==> config.mk <==
export PLATFORM = sky130hd
export DESIGN_NAME = i2c_master_bit_sequencer_flat
export DESIGN_NICKNAME = d
export VERILOG_FILES = /design/src/rtl/i2cbs_pkg.sv /design/src/rtl/i2cbs_ifaces.sv /design/src/rtl/i2c_master_bit_sequencer.sv /design/src/rtl/i2cbs_req_stage.sv /design/src/rtl/i2cbs_slot_engine.sv /design/src/flat_wrapper.sv
export SDC_FILE = /design/constraint.sdc
export NUM_CORES = 1
export LEC_CHECK = 0
export ABC_AREA = 1
export BUFFER_PORTS_ARGS = -buffer_cell sky130_fd_sc_hd__buf_2
export CAP_MARGIN = 40
export CORE_MARGIN = 2
export CORE_UTILIZATION = 35
export CTS_BUF_LIST = sky130_fd_sc_hd__clkbuf_4
export CTS_CLUSTER_DIAMETER = 50
export DETAILED_ROUTE_END_ITERATION = 8
export MAX_ROUTING_LAYER = met4
export PLACE_DENSITY = 0.51
export SETUP_SLACK_MARGIN = 0.15
export SYNTH_ARGS = -nofsm -noshare
export SYNTH_HDL_FRONTEND = slang
export SYNTH_SLANG_ARGS = --single-unit
==> constraint.sdc <==
create_clock -name clock -period 2.8 [get_ports clock]
set_input_delay 0.28 -clock clock [delete_from_list [all_inputs] [get_ports clock]]
set_output_delay 0.28 -clock clock [all_outputs]
set_load 0.05 [all_outputs]
==> src/rtl/i2cbs_pkg.sv <==
// ----------------------------------------------------------------------------
// i2cbs_pkg
// Shared types, command codes and slot tables for the I2C bit sequencer.
// ----------------------------------------------------------------------------
package i2cbs_pkg;

   // Command codes on the request channel. Code zero is a tick on the command
   // field and means "no operation" in the active operation register.
   // Code seven carries no meaning and has no member.
   typedef enum logic [2:0] {
      OP_IDLE  = 3'd0,
      OP_START = 3'd1,
      OP_STOP  = 3'd2,
      OP_SEND  = 3'd3,
      OP_RECV  = 3'd4,
      OP_SACK  = 3'd5,
      OP_RACK  = 3'd6
   } op_type;

   localparam logic [7:0] BYTE_MSB      = 8'h80;
   localparam int         BITS_PER_BYTE = 8;

   // send: data, SCL high, SCL low per bit; receive adds one SDA release slot
   localparam logic [4:0] SEND_SLOTS = 5'(3 * BITS_PER_BYTE);
   localparam logic [4:0] RECV_SLOTS = 5'(3 * BITS_PER_BYTE + 1);

   typedef struct packed {
      logic [2:0] command;
      logic [7:0] tx_value;
      logic       sda_in;
   } req_item_type;

   // Input register to slot engine
   typedef struct packed {
      logic         valid;
      req_item_type item;
   } req_stage_type;

   typedef struct packed {
      logic       scl_out;
      logic       sda_out;
      logic       busy_res;
      logic       done_res;
      logic [7:0] rx_byte;
      logic       ack_in;
      logic       rejected;
   } rsp_item_type;

   function automatic logic [4:0] slot_total(input op_type op);
      logic [4:0] total;
      total = 5'd0;
      case (op)
         OP_START: total = 5'd4;
         OP_STOP:  total = 5'd3;
         OP_SEND:  total = SEND_SLOTS;
         OP_RECV:  total = RECV_SLOTS;
         OP_SACK:  total = 5'd3;
         OP_RACK:  total = 5'd4;
         default:  total = 5'd0;
      endcase
      return total;
   endfunction

endpackage

==> src/rtl/i2cbs_ifaces.sv <==
// ----------------------------------------------------------------------------
// i2cbs channel interfaces
// Valid/ready channels for requests and responses of the I2C bit sequencer.
// ----------------------------------------------------------------------------
interface i2cbs_req_if;
   logic       valid;
   logic       ready;
   logic [2:0] command;
   logic [7:0] tx_value;
   logic       sda_in;

   modport source (output valid, command, tx_value, sda_in, input ready);
   modport sink   (input valid, command, tx_value, sda_in, output ready);
endinterface

interface i2cbs_rsp_if;
   logic       valid;
   logic       ready;
   logic       scl_out;
   logic       sda_out;
   logic       busy_res;
   logic       done_res;
   logic [7:0] rx_byte;
   logic       ack_in;
   logic       rejected;

   modport source (output valid, scl_out, sda_out, busy_res, done_res, rx_byte, ack_in,
                   rejected, input ready);
   modport sink   (input valid, scl_out, sda_out, busy_res, done_res, rx_byte, ack_in,
                   rejected, output ready);
endinterface

==> src/rtl/i2c_master_bit_sequencer.sv <==
// ----------------------------------------------------------------------------
// i2c_master_bit_sequencer
// I2C master bit-level sequencer: commands load an operation, ticks step it.
// ----------------------------------------------------------------------------
// Path: a request goes through the input register, then through the slot logic
//   into the response register, which drives the response transaction.
// Throughput: one transaction per cycle; the slot logic is a single pass
//   between two registers, stalled only by a held response.
// Reset: synchronous, active high; SCL and SDA released, sequencer idle,
//   received byte and ack sample cleared.
// ----------------------------------------------------------------------------
module i2c_master_bit_sequencer (
   input  logic         clock,
   input  logic         reset,
   i2cbs_req_if.sink    req_bus,
   i2cbs_rsp_if.source  rsp_bus
);

   // Input register hands one transaction a cycle to the slot engine while the engine is ready.
   i2cbs_pkg::req_stage_type stage;
   logic                     stage_ready;

   i2cbs_req_stage u_req_stage (
      .clock            (clock),
      .reset            (reset),
      .req_bus          (req_bus),
      .downstream_ready (stage_ready),
      .stage            (stage)
   );

   // Slot engine: keeps the bus levels and operation progress, performs one
   // slot per tick, rejects commands while busy, and holds the response
   // until the sink takes it. Code seven is dropped without a slot.
   i2cbs_slot_engine u_slot_engine (
      .clock       (clock),
      .reset       (reset),
      .stage       (stage),
      .stage_ready (stage_ready),
      .rsp_bus     (rsp_bus)
   );

endmodule

==> src/rtl/i2cbs_req_stage.sv <==
// ----------------------------------------------------------------------------
// i2cbs_req_stage
// Input register: captures one request transaction per cycle while empty or drained downstream.
// ----------------------------------------------------------------------------
module i2cbs_req_stage (
   input  logic                     clock,
   input  logic                     reset,
   i2cbs_req_if.sink                req_bus,
   input  logic                     downstream_ready,
   output i2cbs_pkg::req_stage_type stage
);

   logic                    valid_ff;
   logic                    valid_in;
   i2cbs_pkg::req_item_type item_ff;
   logic                    take;

   assign take          = !valid_ff || downstream_ready;
   assign req_bus.ready = take;
   assign valid_in      = take ? req_bus.valid : valid_ff;

   always_ff @(posedge clock) begin
      if (reset) begin
         valid_ff <= 1'b0;
      end else begin
         valid_ff <= valid_in;
      end
   end

   always_ff @(posedge clock) begin
      if (take && req_bus.valid) begin
         item_ff <= '{command: req_bus.command, tx_value: req_bus.tx_value,
                      sda_in: req_bus.sda_in};
      end
   end

   assign stage.valid = valid_ff;
   assign stage.item  = item_ff;

endmodule

==> src/rtl/i2cbs_slot_engine.sv <==
// ----------------------------------------------------------------------------
// i2cbs_slot_engine
// Bus state, one timing slot per tick, and the response register.
// ----------------------------------------------------------------------------
module i2cbs_slot_engine (
   input  logic                     clock,
   input  logic                     reset,
   input  i2cbs_pkg::req_stage_type stage,
   output logic                     stage_ready,
   i2cbs_rsp_if.source              rsp_bus
);

   // bus and sequencing state
   logic                  scl_ff, scl_in;
   logic                  sda_ff, sda_in;
   i2cbs_pkg::op_type     op_ff, op_in;
   logic [4:0]            count_ff, count_in;
   logic [1:0]            phase_ff, phase_in;   // slot position within a bit
   logic [7:0]            shift_ff, shift_in;
   logic [7:0]            rxbyte_ff, rxbyte_in;
   logic                  ack_ff, ack_in;

   logic                     rsp_valid_ff, rsp_valid_in;
   i2cbs_pkg::rsp_item_type  rsp_ff, rsp_in;

   logic                  take;
   logic                  fire;
   logic                  busy;
   logic                  done;
   logic                  rej;
   logic [4:0]            count_plus;
   i2cbs_pkg::op_type     cmd;

   assign take        = !rsp_valid_ff || rsp_bus.ready;
   assign stage_ready = take;
   assign fire        = stage.valid && take;
   assign busy        = (op_ff != i2cbs_pkg::OP_IDLE);
   assign cmd         = i2cbs_pkg::op_type'(stage.item.command);
   assign count_plus  = count_ff + 5'd1;

   always_comb begin
      scl_in    = scl_ff;
      sda_in    = sda_ff;
      op_in     = op_ff;
      count_in  = count_ff;
      phase_in  = phase_ff;
      shift_in  = shift_ff;
      rxbyte_in = rxbyte_ff;
      ack_in    = ack_ff;
      done      = 1'b0;
      rej       = 1'b0;

      if (cmd == i2cbs_pkg::OP_IDLE) begin
         if (busy) begin
            unique case (op_ff)
               i2cbs_pkg::OP_START: begin
                  case (count_ff)
                     5'd0:    sda_in = 1'b1;
                     5'd1:    scl_in = 1'b1;
                     5'd2:    sda_in = 1'b0;
                     default: scl_in = 1'b0;
                  endcase
               end
               i2cbs_pkg::OP_STOP: begin
                  case (count_ff)
                     5'd0:    sda_in = 1'b0;
                     5'd1:    scl_in = 1'b1;
                     default: sda_in = 1'b1;
                  endcase
               end
               i2cbs_pkg::OP_SEND: begin
                  case (phase_ff)
                     2'd0:    sda_in = |(shift_ff & i2cbs_pkg::BYTE_MSB);
                     2'd1:    scl_in = 1'b1;
                     default: begin
                        scl_in   = 1'b0;
                        shift_in = {shift_ff[6:0], 1'b0};
                     end
                  endcase
               end
               i2cbs_pkg::OP_RECV: begin
                  if (count_ff == 5'd0) begin
                     sda_in   = 1'b1;
                     shift_in = 8'd0;
                  end else begin
                     case (phase_ff)
                        2'd0:    scl_in = 1'b1;
                        2'd1:    shift_in = {shift_ff[6:0], stage.item.sda_in};
                        default: scl_in = 1'b0;
                     endcase
                  end
               end
               i2cbs_pkg::OP_SACK: begin
                  case (count_ff)
                     5'd0:    sda_in = |shift_ff;
                     5'd1:    scl_in = 1'b1;
                     default: scl_in = 1'b0;
                  endcase
               end
               i2cbs_pkg::OP_RACK: begin
                  case (count_ff)
                     5'd0:    sda_in = 1'b1;
                     5'd1:    scl_in = 1'b1;
                     5'd2:    ack_in = stage.item.sda_in;
                     default: scl_in = 1'b0;
                  endcase
               end
               default: ;
            endcase

            // bit phase runs mod 3; receive holds it over its release slot
            if ((op_ff == i2cbs_pkg::OP_SEND) ||
                ((op_ff == i2cbs_pkg::OP_RECV) && (count_ff != 5'd0))) begin
               phase_in = (phase_ff == 2'd2) ? 2'd0 : phase_ff + 2'd1;
            end

            if (count_plus >= i2cbs_pkg::slot_total(op_ff)) begin
               if (op_ff == i2cbs_pkg::OP_RECV) begin
                  rxbyte_in = shift_in;
               end
               op_in    = i2cbs_pkg::OP_IDLE;
               count_in = 5'd0;
               done     = 1'b1;
            end else begin
               count_in = count_plus;
            end
         end
      end else if (stage.item.command <= i2cbs_pkg::OP_RACK) begin
         if (busy) begin
            rej = 1'b1;
         end else begin
            op_in    = cmd;
            count_in = 5'd0;
            phase_in = 2'd0;
            shift_in = stage.item.tx_value;
         end
      end
   end

   assign rsp_in = '{scl_out:  scl_in,
                     sda_out:  sda_in,
                     busy_res: (op_in != i2cbs_pkg::OP_IDLE),
                     done_res: done,
                     rx_byte:  rxbyte_in,
                     ack_in:   ack_in,
                     rejected: rej};

   assign rsp_valid_in = take ? stage.valid : rsp_valid_ff;

   always_ff @(posedge clock) begin
      if (reset) begin
         scl_ff       <= 1'b1;
         sda_ff       <= 1'b1;
         op_ff        <= i2cbs_pkg::OP_IDLE;
         count_ff     <= 5'd0;
         phase_ff     <= 2'd0;
         shift_ff     <= 8'd0;
         rxbyte_ff    <= 8'd0;
         ack_ff       <= 1'b0;
         rsp_valid_ff <= 1'b0;
      end else begin
         rsp_valid_ff <= rsp_valid_in;
         if (fire) begin
            scl_ff    <= scl_in;
            sda_ff    <= sda_in;
            op_ff     <= op_in;
            count_ff  <= count_in;
            phase_ff  <= phase_in;
            shift_ff  <= shift_in;
            rxbyte_ff <= rxbyte_in;
            ack_ff    <= ack_in;
         end
      end
   end

   always_ff @(posedge clock) begin
      if (fire) begin
         rsp_ff <= rsp_in;
      end
   end

   assign rsp_bus.valid    = rsp_valid_ff;
   assign rsp_bus.scl_out  = rsp_ff.scl_out;
   assign rsp_bus.sda_out  = rsp_ff.sda_out;
   assign rsp_bus.busy_res = rsp_ff.busy_res;
   assign rsp_bus.done_res = rsp_ff.done_res;
   assign rsp_bus.rx_byte  = rsp_ff.rx_byte;
   assign rsp_bus.ack_in   = rsp_ff.ack_in;
   assign rsp_bus.rejected = rsp_ff.rejected;

   // idle sequencer always sits at slot zero
   a_idle_count: assert property (@(posedge clock) disable iff (reset)
      (op_ff == i2cbs_pkg::OP_IDLE) |-> (count_ff == 5'd0))
      else $error("slot counter nonzero while idle");

   // slot counter never reaches the operation's length
   a_count_range: assert property (@(posedge clock) disable iff (reset)
      (op_ff != i2cbs_pkg::OP_IDLE) |-> (count_ff < i2cbs_pkg::slot_total(op_ff)))
      else $error("slot counter beyond operation length");

   // a finishing slot leaves the sequencer idle
   a_done_idle: assert property (@(posedge clock) disable iff (reset)
      (fire && done) |=> (op_ff == i2cbs_pkg::OP_IDLE))
      else $error("operation still active after done");

   // a transaction is never both finished and rejected
   a_done_rej: assert property (@(posedge clock) disable iff (reset)
      rsp_valid_ff |-> !(rsp_ff.done_res && rsp_ff.rejected))
      else $error("done and rejected together");

   // bit phase stays in its mod-3 range
   a_phase: assert property (@(posedge clock) disable iff (reset)
      phase_ff != 2'd3)
      else $error("bit phase out of range");

endmodule
==> src/flat_wrapper.sv <==
// flat-port wrapper written by rule: the top's interface ports become plain ports
module i2c_master_bit_sequencer_flat 
  (clock, reset, req_bus_valid, req_bus_command, req_bus_tx_value, req_bus_sda_in, req_bus_ready, rsp_bus_valid, rsp_bus_scl_out, rsp_bus_sda_out, rsp_bus_busy_res, rsp_bus_done_res, rsp_bus_rx_byte, rsp_bus_ack_in, rsp_bus_rejected, rsp_bus_ready);
  i2cbs_req_if req_bus_i ();
  i2cbs_rsp_if rsp_bus_i ();
  input  logic clock;
  input  logic reset;
  input wire logic [$bits(req_bus_i.valid)-1:0] req_bus_valid;
  input wire logic [$bits(req_bus_i.command)-1:0] req_bus_command;
  input wire logic [$bits(req_bus_i.tx_value)-1:0] req_bus_tx_value;
  input wire logic [$bits(req_bus_i.sda_in)-1:0] req_bus_sda_in;
  output wire logic [$bits(req_bus_i.ready)-1:0] req_bus_ready;
  output wire logic [$bits(rsp_bus_i.valid)-1:0] rsp_bus_valid;
  output wire logic [$bits(rsp_bus_i.scl_out)-1:0] rsp_bus_scl_out;
  output wire logic [$bits(rsp_bus_i.sda_out)-1:0] rsp_bus_sda_out;
  output wire logic [$bits(rsp_bus_i.busy_res)-1:0] rsp_bus_busy_res;
  output wire logic [$bits(rsp_bus_i.done_res)-1:0] rsp_bus_done_res;
  output wire logic [$bits(rsp_bus_i.rx_byte)-1:0] rsp_bus_rx_byte;
  output wire logic [$bits(rsp_bus_i.ack_in)-1:0] rsp_bus_ack_in;
  output wire logic [$bits(rsp_bus_i.rejected)-1:0] rsp_bus_rejected;
  input wire logic [$bits(rsp_bus_i.ready)-1:0] rsp_bus_ready;
  assign req_bus_i.valid = req_bus_valid;
  assign req_bus_i.command = req_bus_command;
  assign req_bus_i.tx_value = req_bus_tx_value;
  assign req_bus_i.sda_in = req_bus_sda_in;
  assign req_bus_ready = req_bus_i.ready;
  assign rsp_bus_valid = rsp_bus_i.valid;
  assign rsp_bus_scl_out = rsp_bus_i.scl_out;
  assign rsp_bus_sda_out = rsp_bus_i.sda_out;
  assign rsp_bus_busy_res = rsp_bus_i.busy_res;
  assign rsp_bus_done_res = rsp_bus_i.done_res;
  assign rsp_bus_rx_byte = rsp_bus_i.rx_byte;
  assign rsp_bus_ack_in = rsp_bus_i.ack_in;
  assign rsp_bus_rejected = rsp_bus_i.rejected;
  assign rsp_bus_i.ready = rsp_bus_ready;
  i2c_master_bit_sequencer u_core (.clock(clock), .reset(reset), .req_bus(req_bus_i), .rsp_bus(rsp_bus_i));
endmodule
==> flow_summary.yaml, run 1 <==
status:
  status: "complete, no violations"
placement:
  gp_congestion: 0.9419
  dpl-instance-area_um2: 3622
  dp_slack_ns: 0.2883
  port_buffers: 31
  hpwlAfterDp_um: 5868
clock_tree:
  htreeDepth: 3
  cts_tree: "built"
  cts-root-buf: "clkbuf_4"
  cts_setup_buffers: 0
  clk_latency_ns: 0.42
  hold_buffers: 0
  cts_sinks: 57
  path_clk_slew_ns: 0.12
  numCtsBuffers: 9
  post_cts_resized: 0
  clockBufferDepth: 2
global_routing:
  met1_usage: 0.2312
  busiest_layer: "met2"
  grt_util_met2: 0.2439
  grt_max_degree: 41
  grt_first_pass_wirelength_um: 12920
  antenna_found_initial: 0
  grt_pass1_vias: 2613
  met3_usage: 0.02553
  grtUsageTotal: 0.1695
  grt_overflow_total: 0
critical_path:
  worstPathMaxFanout: 8
  worst-setup-path-type: "flop to flop"
  end_kind: "flop"
  startpoint_type: "flop"
  cp.arrival_ns: 2.60
  required_ns: 2.97
min_path:
  min_path_type: "primary input to flop"
sta:
  tightest_slew_ns: 0.5460
  fin_worst_skew_ns: 0.02744
  hold_viol: 0
  finalSetupViolations: 0
  drv_slew: 0
  maxClockFrequency_ghz: 0.4122
  setup-tns-final_ns: 0
  post-route-min-period_ns: 2.426
  finalWorstSetupSlack_ns: 0.3742
  maxSlewHeadroom: 0.6355
  period_share: 0.8663
  grt_setup_unrepaired: "no"
floorplan:
  fp.coreArea_um2: 9240
  die-area_um2: 10340
  die_w_um: 101.7
  top_level_ports: 32
  die_y_um: 101.7
  num_rows: 35
  start_util: 0.3615
detailed_routing:
  viasPerCell: 4.745
  routed_wl_um: 8111
  drc: 0
  ant_nets: 0
  drtIter0Drc: 107
  firstDrtPassIters: 5
  num_vias: 2942
  wl_per_cell_um: 13.08
logic_synthesis:
  synthCells: 452
  synth_top_cell_by_area: "edfxtp_1"
  synth_top_family_by_area: "simple AND/OR/NAND/NOR gates"
  synthMuxAreaShare: 0
  synthAdderAreaFrac: 0.04494
  ys_ff_latch: 57
  yosysWarnings: 0
  synthFlopType: "dfxtp_1"
  synth_compound_area_frac: 0.1243
  synth_xor_area_frac: 0.007865
  seq_area_frac_synth: 0.4195
  syn_area_um2: 3341
  yosys-top-cells-count: "117 x nand2_1, 50 x nor2_1, 49 x inv_1"
  synth_nets: 480
  syn_avg_cell_area_um2: 7.391
  synth_simple_gate_area_frac: 0.3094
  synth.area.top_cells: "edfxtp_1 23%, dfxtp_1 19%, nand2_1 13%, nand3_1 6.6%, nor2_1 5.6%"
  synthDistinctLibCells: 33
  yosysTopAreaCellShare: 0.2337
  yosysMostFrequentCell: "nand2_1"
  synth-edff-count: 26
  async_flop_share: 0
job:
  cap_violations: 0
finish:
  area_growth_pct: 13.60
  fin_util: 0.4107
  n_antenna_cell: 0
  stdcell_area_um2: 3795
  drive_gt1_frac: 0.1711
  fin_nets: 514
power_and_ir_drop:
  p_per_area_nw_per_um2: 571.7
  ir_drop_mv: 0.2365
  p_leak_nw: 1.762
metal layers:
metal	part of all wire	vias to the layer above
li1	-	1551
met1	0.50	1297
met2	0.43	80
met3	0.045	14
met4	0.023	0
met5	0	-
kinds of logic (layout without fill, tap and decap cells):
| group | Yosys count | count (layout) |
|---|---|---|
| flops | 57 | 57 |
| simple gates | 234 | 234 |
| buf+inv | 72 | 111 |
| compound gates | 74 | 74 |
| xor+xnor | 3 | 3 |
| fa+ha+maj | 12 | 12 |
path summary, 6_finish.rpt:
check                                                       from                                 endpoint  slack (ns)  cells after the start
worst max-delay path            u_core.u_slot_engine.count_ff[1]  u_core.u_slot_engine.rsp_bus.rx_byte[2]        0.37                     12
worst min-delay path                         req_bus_tx_value[4]              u_core.u_req_stage.stage[5]        0.03                      1
worst max register to register  u_core.u_slot_engine.count_ff[1]  u_core.u_slot_engine.rsp_bus.rx_byte[2]        0.37                     12
worst min register to register  u_core.u_slot_engine.shift_ff[7]         u_core.u_slot_engine.shift_ff[7]        0.52                      2
through the flow:
step / hold slack (ns) / cells / power [W]
final: 0.03320 / 620 / 0.002169
after global routing: 0.002573 / 620 / 0.002302
after CTS: 0.003174 / 620 / 0.002198
after detailed placement: 0.4581 / 604 / 0.001463
after global placement: 0.4563 / 604 / 0.001461
after floorplan: 0.3789 / 452 / 0.001347
sequential cells by signal (all words and copies together), names as in the netlist, 2 cells and up:
register / cells
u_core.u_slot_engine.phase_ff: 2
u_core.u_slot_engine.rsp_bus.rx_byte: 8
u_core.u_slot_engine.op_ff: 3
u_core.u_slot_engine.count_ff: 5
u_core.u_req_stage.stage: 12
u_core.u_slot_engine.rxbyte_ff: 8
u_core.u_slot_engine.shift_ff: 8
power breakdown:
| group | total (W) | leakage [nW] | internal [W] | switching (W) |
|---|---|---|---|---|
| clock network | 0.000725 | 0.0867 | 0.000369 | 0.000356 |
| registers | 0.000979 | 0.502 | 0.000930 | 0.0000486 |
| logic | 0.000465 | 1.17 | 0.000147 | 0.000319 |
cells in the final DEF (no fill, tap or decap), drive strengths merged:
cell type / netlist / layout
edfxtp: 26 / 26
inv: 54 / 55
nor3: 6 / 6
nand2: 121 / 121
clkinvlp: 0 / 1
ha: 12 / 12
buf: 12 / 40
nor2: 58 / 58
clkbuf: 5 / 9
o31ai: 1 / 1
clkinv: 1 / 4
xor2: 3 / 3
or2: 1 / 1
nand3: 47 / 47
o21ai: 33 / 33
o22ai: 1 / 1
o211ai: 8 / 8
dfxtp: 31 / 31
a21boi: 1 / 1
nand3b: 1 / 1
bufinv: 0 / 2
a21oi: 30 / 30
critical path, stage by stage, from the launching register on:
cell and delay, ns:
dfxtp_1 0.43, ha_1 0.21, nand3_1 0.10, xor2_1 0.15, inv_1 0.08, ha_1 0.32
a21oi_1 0.19, nand2_1 0.11, nor2_4 0.20, nor2_2 0.07, buf_4 0.17, nand3_1 0.11
nand2_1 0.06
cell type report:
class	count	area (um2)
clock buffer	9	67.56
clock inverter	7	102.6
inverter	55	211.5
fill	946	5445
multi-input combinational	323	1625
timing repair buffer	40	222.7
tap	129	161.4
sequential	57	1404
Power figures use the tool's default switching activity.
==> run 2, diff against run 1 <==
- HOLD_SLACK_MARGIN: default -> 0.08
==> run 2 against run 1 <==
Compared with the run above: setup slack gained 0.0041 ns; flip-flop and latch count is the same; sequential power is essentially flat; clock-buffer cell count is the same; first-iteration DRC count grew 0.93%; maximum frequency grew 0.17%; clock power is essentially flat; largest cell class unchanged.
==> flow_summary.yaml, run 2 (synthesis results as in run 1) <==
status:
  status: "complete, no violations"
global_routing:
  grtUsageTotal: 0.1714
  grt_pass1_vias: 2675
  antenna_found_initial: 0
  grt_first_pass_wirelength_um: 13100
  grt_overflow_total: 0
  grt_max_degree: 41
finish:
  n_antenna_cell: 0
  area_growth_pct: 17.19
  mostFrequentLayoutCell: "nand2_1"
  largest_reg_flops: 12
  layout_common_cells: "117 x nand2_1, 50 x nor2_1, 49 x inv_1"
  fin_nets: 526
  instances_no_fill: 632
  top_register: "u_core.u_req_stage.stage"
  drive_gt1_frac: 0.1670
power_and_ir_drop:
  seqPwrFrac: 0.448
  power_frac_comb: 0.219
  p_int_w: 0.001456
  p_leak_nw: 1.812
  swShare: 0.3325
  p_sw_w: 0.0007254
  clockPowerShare: 0.333
  p_per_area_nw_per_um2: 557.3
  ir_drop_mv: 0.2317
clock_tree:
  clockBufferDepth: 2
  path_clk_slew_ns: 0.12
  clk_latency_ns: 0.42
  cts_sinks: 57
  numCtsBuffers: 9
  cts_tree: "built"
  cts_setup_buffers: 0
  cts-root-buf: "clkbuf_4"
  htreeDepth: 3
critical_path:
  path_delay_family: "simple AND/OR/NAND/NOR gates"
  rrSetupSlack_ns: 0.38
  cp.arrival_ns: 2.59
  worstPathMaxFanout: 8
  slowest_delay_ns: 0.43
  worst-setup-path-type: "flop to flop"
  crit_chain: "ha_1 > nand3_1 > xor2_1 > inv_1 > ha_1 > a21oi_1 > nand2_1 > nor2_4 > nor2_2 > buf_4 > nand3_1 > nand2_1"
  crit_cells: 12
  startpoint_type: "flop"
  required_ns: 2.97
  r2r_cells: 12
  end_kind: "flop"
  critical-path-slowest-cell: "dfxtp_1"
  critPathBufInv: 2
sta:
  finalWorstSetupSlack_ns: 0.3783
  setup-tns-final_ns: 0
  grt_setup_unrepaired: "no"
  tightest_slew_ns: 0.5356
  fin_worst_skew_ns: 0.02756
  hold_viol: 0
  post-route-min-period_ns: 2.422
  drv_slew: 0
  finalSetupViolations: 0
  period_share: 0.8649
  maxClockFrequency_ghz: 0.4129
  maxSlewHeadroom: 0.6425
detailed_routing:
  ant_nets: 0
  drc: 0
  wl_per_cell_um: 12.88
  num_vias: 2963
  firstDrtPassIters: 6
  drtIter0Drc: 108
  viasPerCell: 4.688
  routed_wl_um: 8141
min_path:
  holdPathStages: 3
  min_path_type: "primary input to flop"
floorplan:
  die_w_um: 101.7
  top_level_ports: 32
  die_y_um: 101.7
  start_util: 0.3615
  num_rows: 35
  fp.coreArea_um2: 9240
  die-area_um2: 10340
placement:
  dp_cells: 604
  gp_congestion: 0.9419
  dp_slack_ns: 0.2883
  port_buffers: 31
  hpwlAfterDp_um: 5868
job:
  cap_violations: 0
==> run 2: repair_timing <==
action | 4_1_cts | 5_1_grt
resized for setup | 0 | 2
hold buffers | 12 | 0
endpoints found under the setup margin | 0 | 17
hold endpoints to repair | 12 | 0
==> run 2: layer usage <==
layer  vias to the layer above  global-route usage  wire length, um
li1                       1573                   -                -
met1                      1308              0.2317             4044
met2                        67              0.2500             3575
met3                        15             0.02553              330
met4                         0             0.08316              191
met5                         -                   -                0
==> run 2: area by class of cell <==
| cell class | instances | area (um2) |
|---|---|---|
| clock inverters | 7 | 102.6 |
| well taps | 129 | 161.4 |
| clock buffers | 9 | 67.56 |
| inverters | 55 | 211.5 |
| multi-input cells | 323 | 1625 |
| repair buffers | 52 | 342.8 |
| fillers | 937 | 5325 |
| flip-flops and latches | 57 | 1404 |
==> run 2: worst register-to-register path, cell delays in order, from the launching register on <==
cell     delay [ns]
dfxtp_1        0.43
ha_1           0.22
nand3_1        0.10
xor2_1         0.15
inv_1          0.08
ha_1           0.32
a21oi_1        0.19
nand2_1        0.11
nor2_4         0.20
nor2_2         0.07
buf_4          0.16
nand3_1        0.11
nand2_1        0.06
==> run 2: stage by stage <==
step	instance area (um2)	hold slack, ns	util	power [W]
floorplan	3341	0.3789	-	0.001347
global placement	3622	0.4563	0.3920	0.001461
detailed placement	3622	0.4581	0.3920	0.001463
CTS	3913	0.1000	0.4234	0.002211
global route	3915	0.1313	0.4237	0.002316
finish	3915	0.1235	0.4237	0.002182
==> run 2: power by group through the flow <==
| stage | clock network (W) | logic (W) | registers, W |
|---|---|---|---|
| finish | 0.000726 | 0.000478 | 0.000978 |
| global route | 0.000790 | 0.000539 | 0.000986 |
| CTS | 0.000752 | 0.000481 | 0.000977 |
| detailed placement | 0 | 0.000467 | 0.000996 |
| global placement | 0 | 0.000466 | 0.000995 |
| floorplan | 0 | 0.000328 | 0.00102 |
==> run 2: final timing paths <==
path	startpoint	to
setup / recovery	u_core.u_slot_engine.count_ff[1]	u_core.u_slot_engine.rsp_bus.rx_byte[2]
hold / removal	req_bus_valid	u_core.u_req_stage.valid_ff
setup reg to reg	u_core.u_slot_engine.count_ff[1]	u_core.u_slot_engine.rsp_bus.rx_byte[2]
hold reg to reg	u_core.u_slot_engine.shift_ff[7]	u_core.u_slot_engine.shift_ff[7]
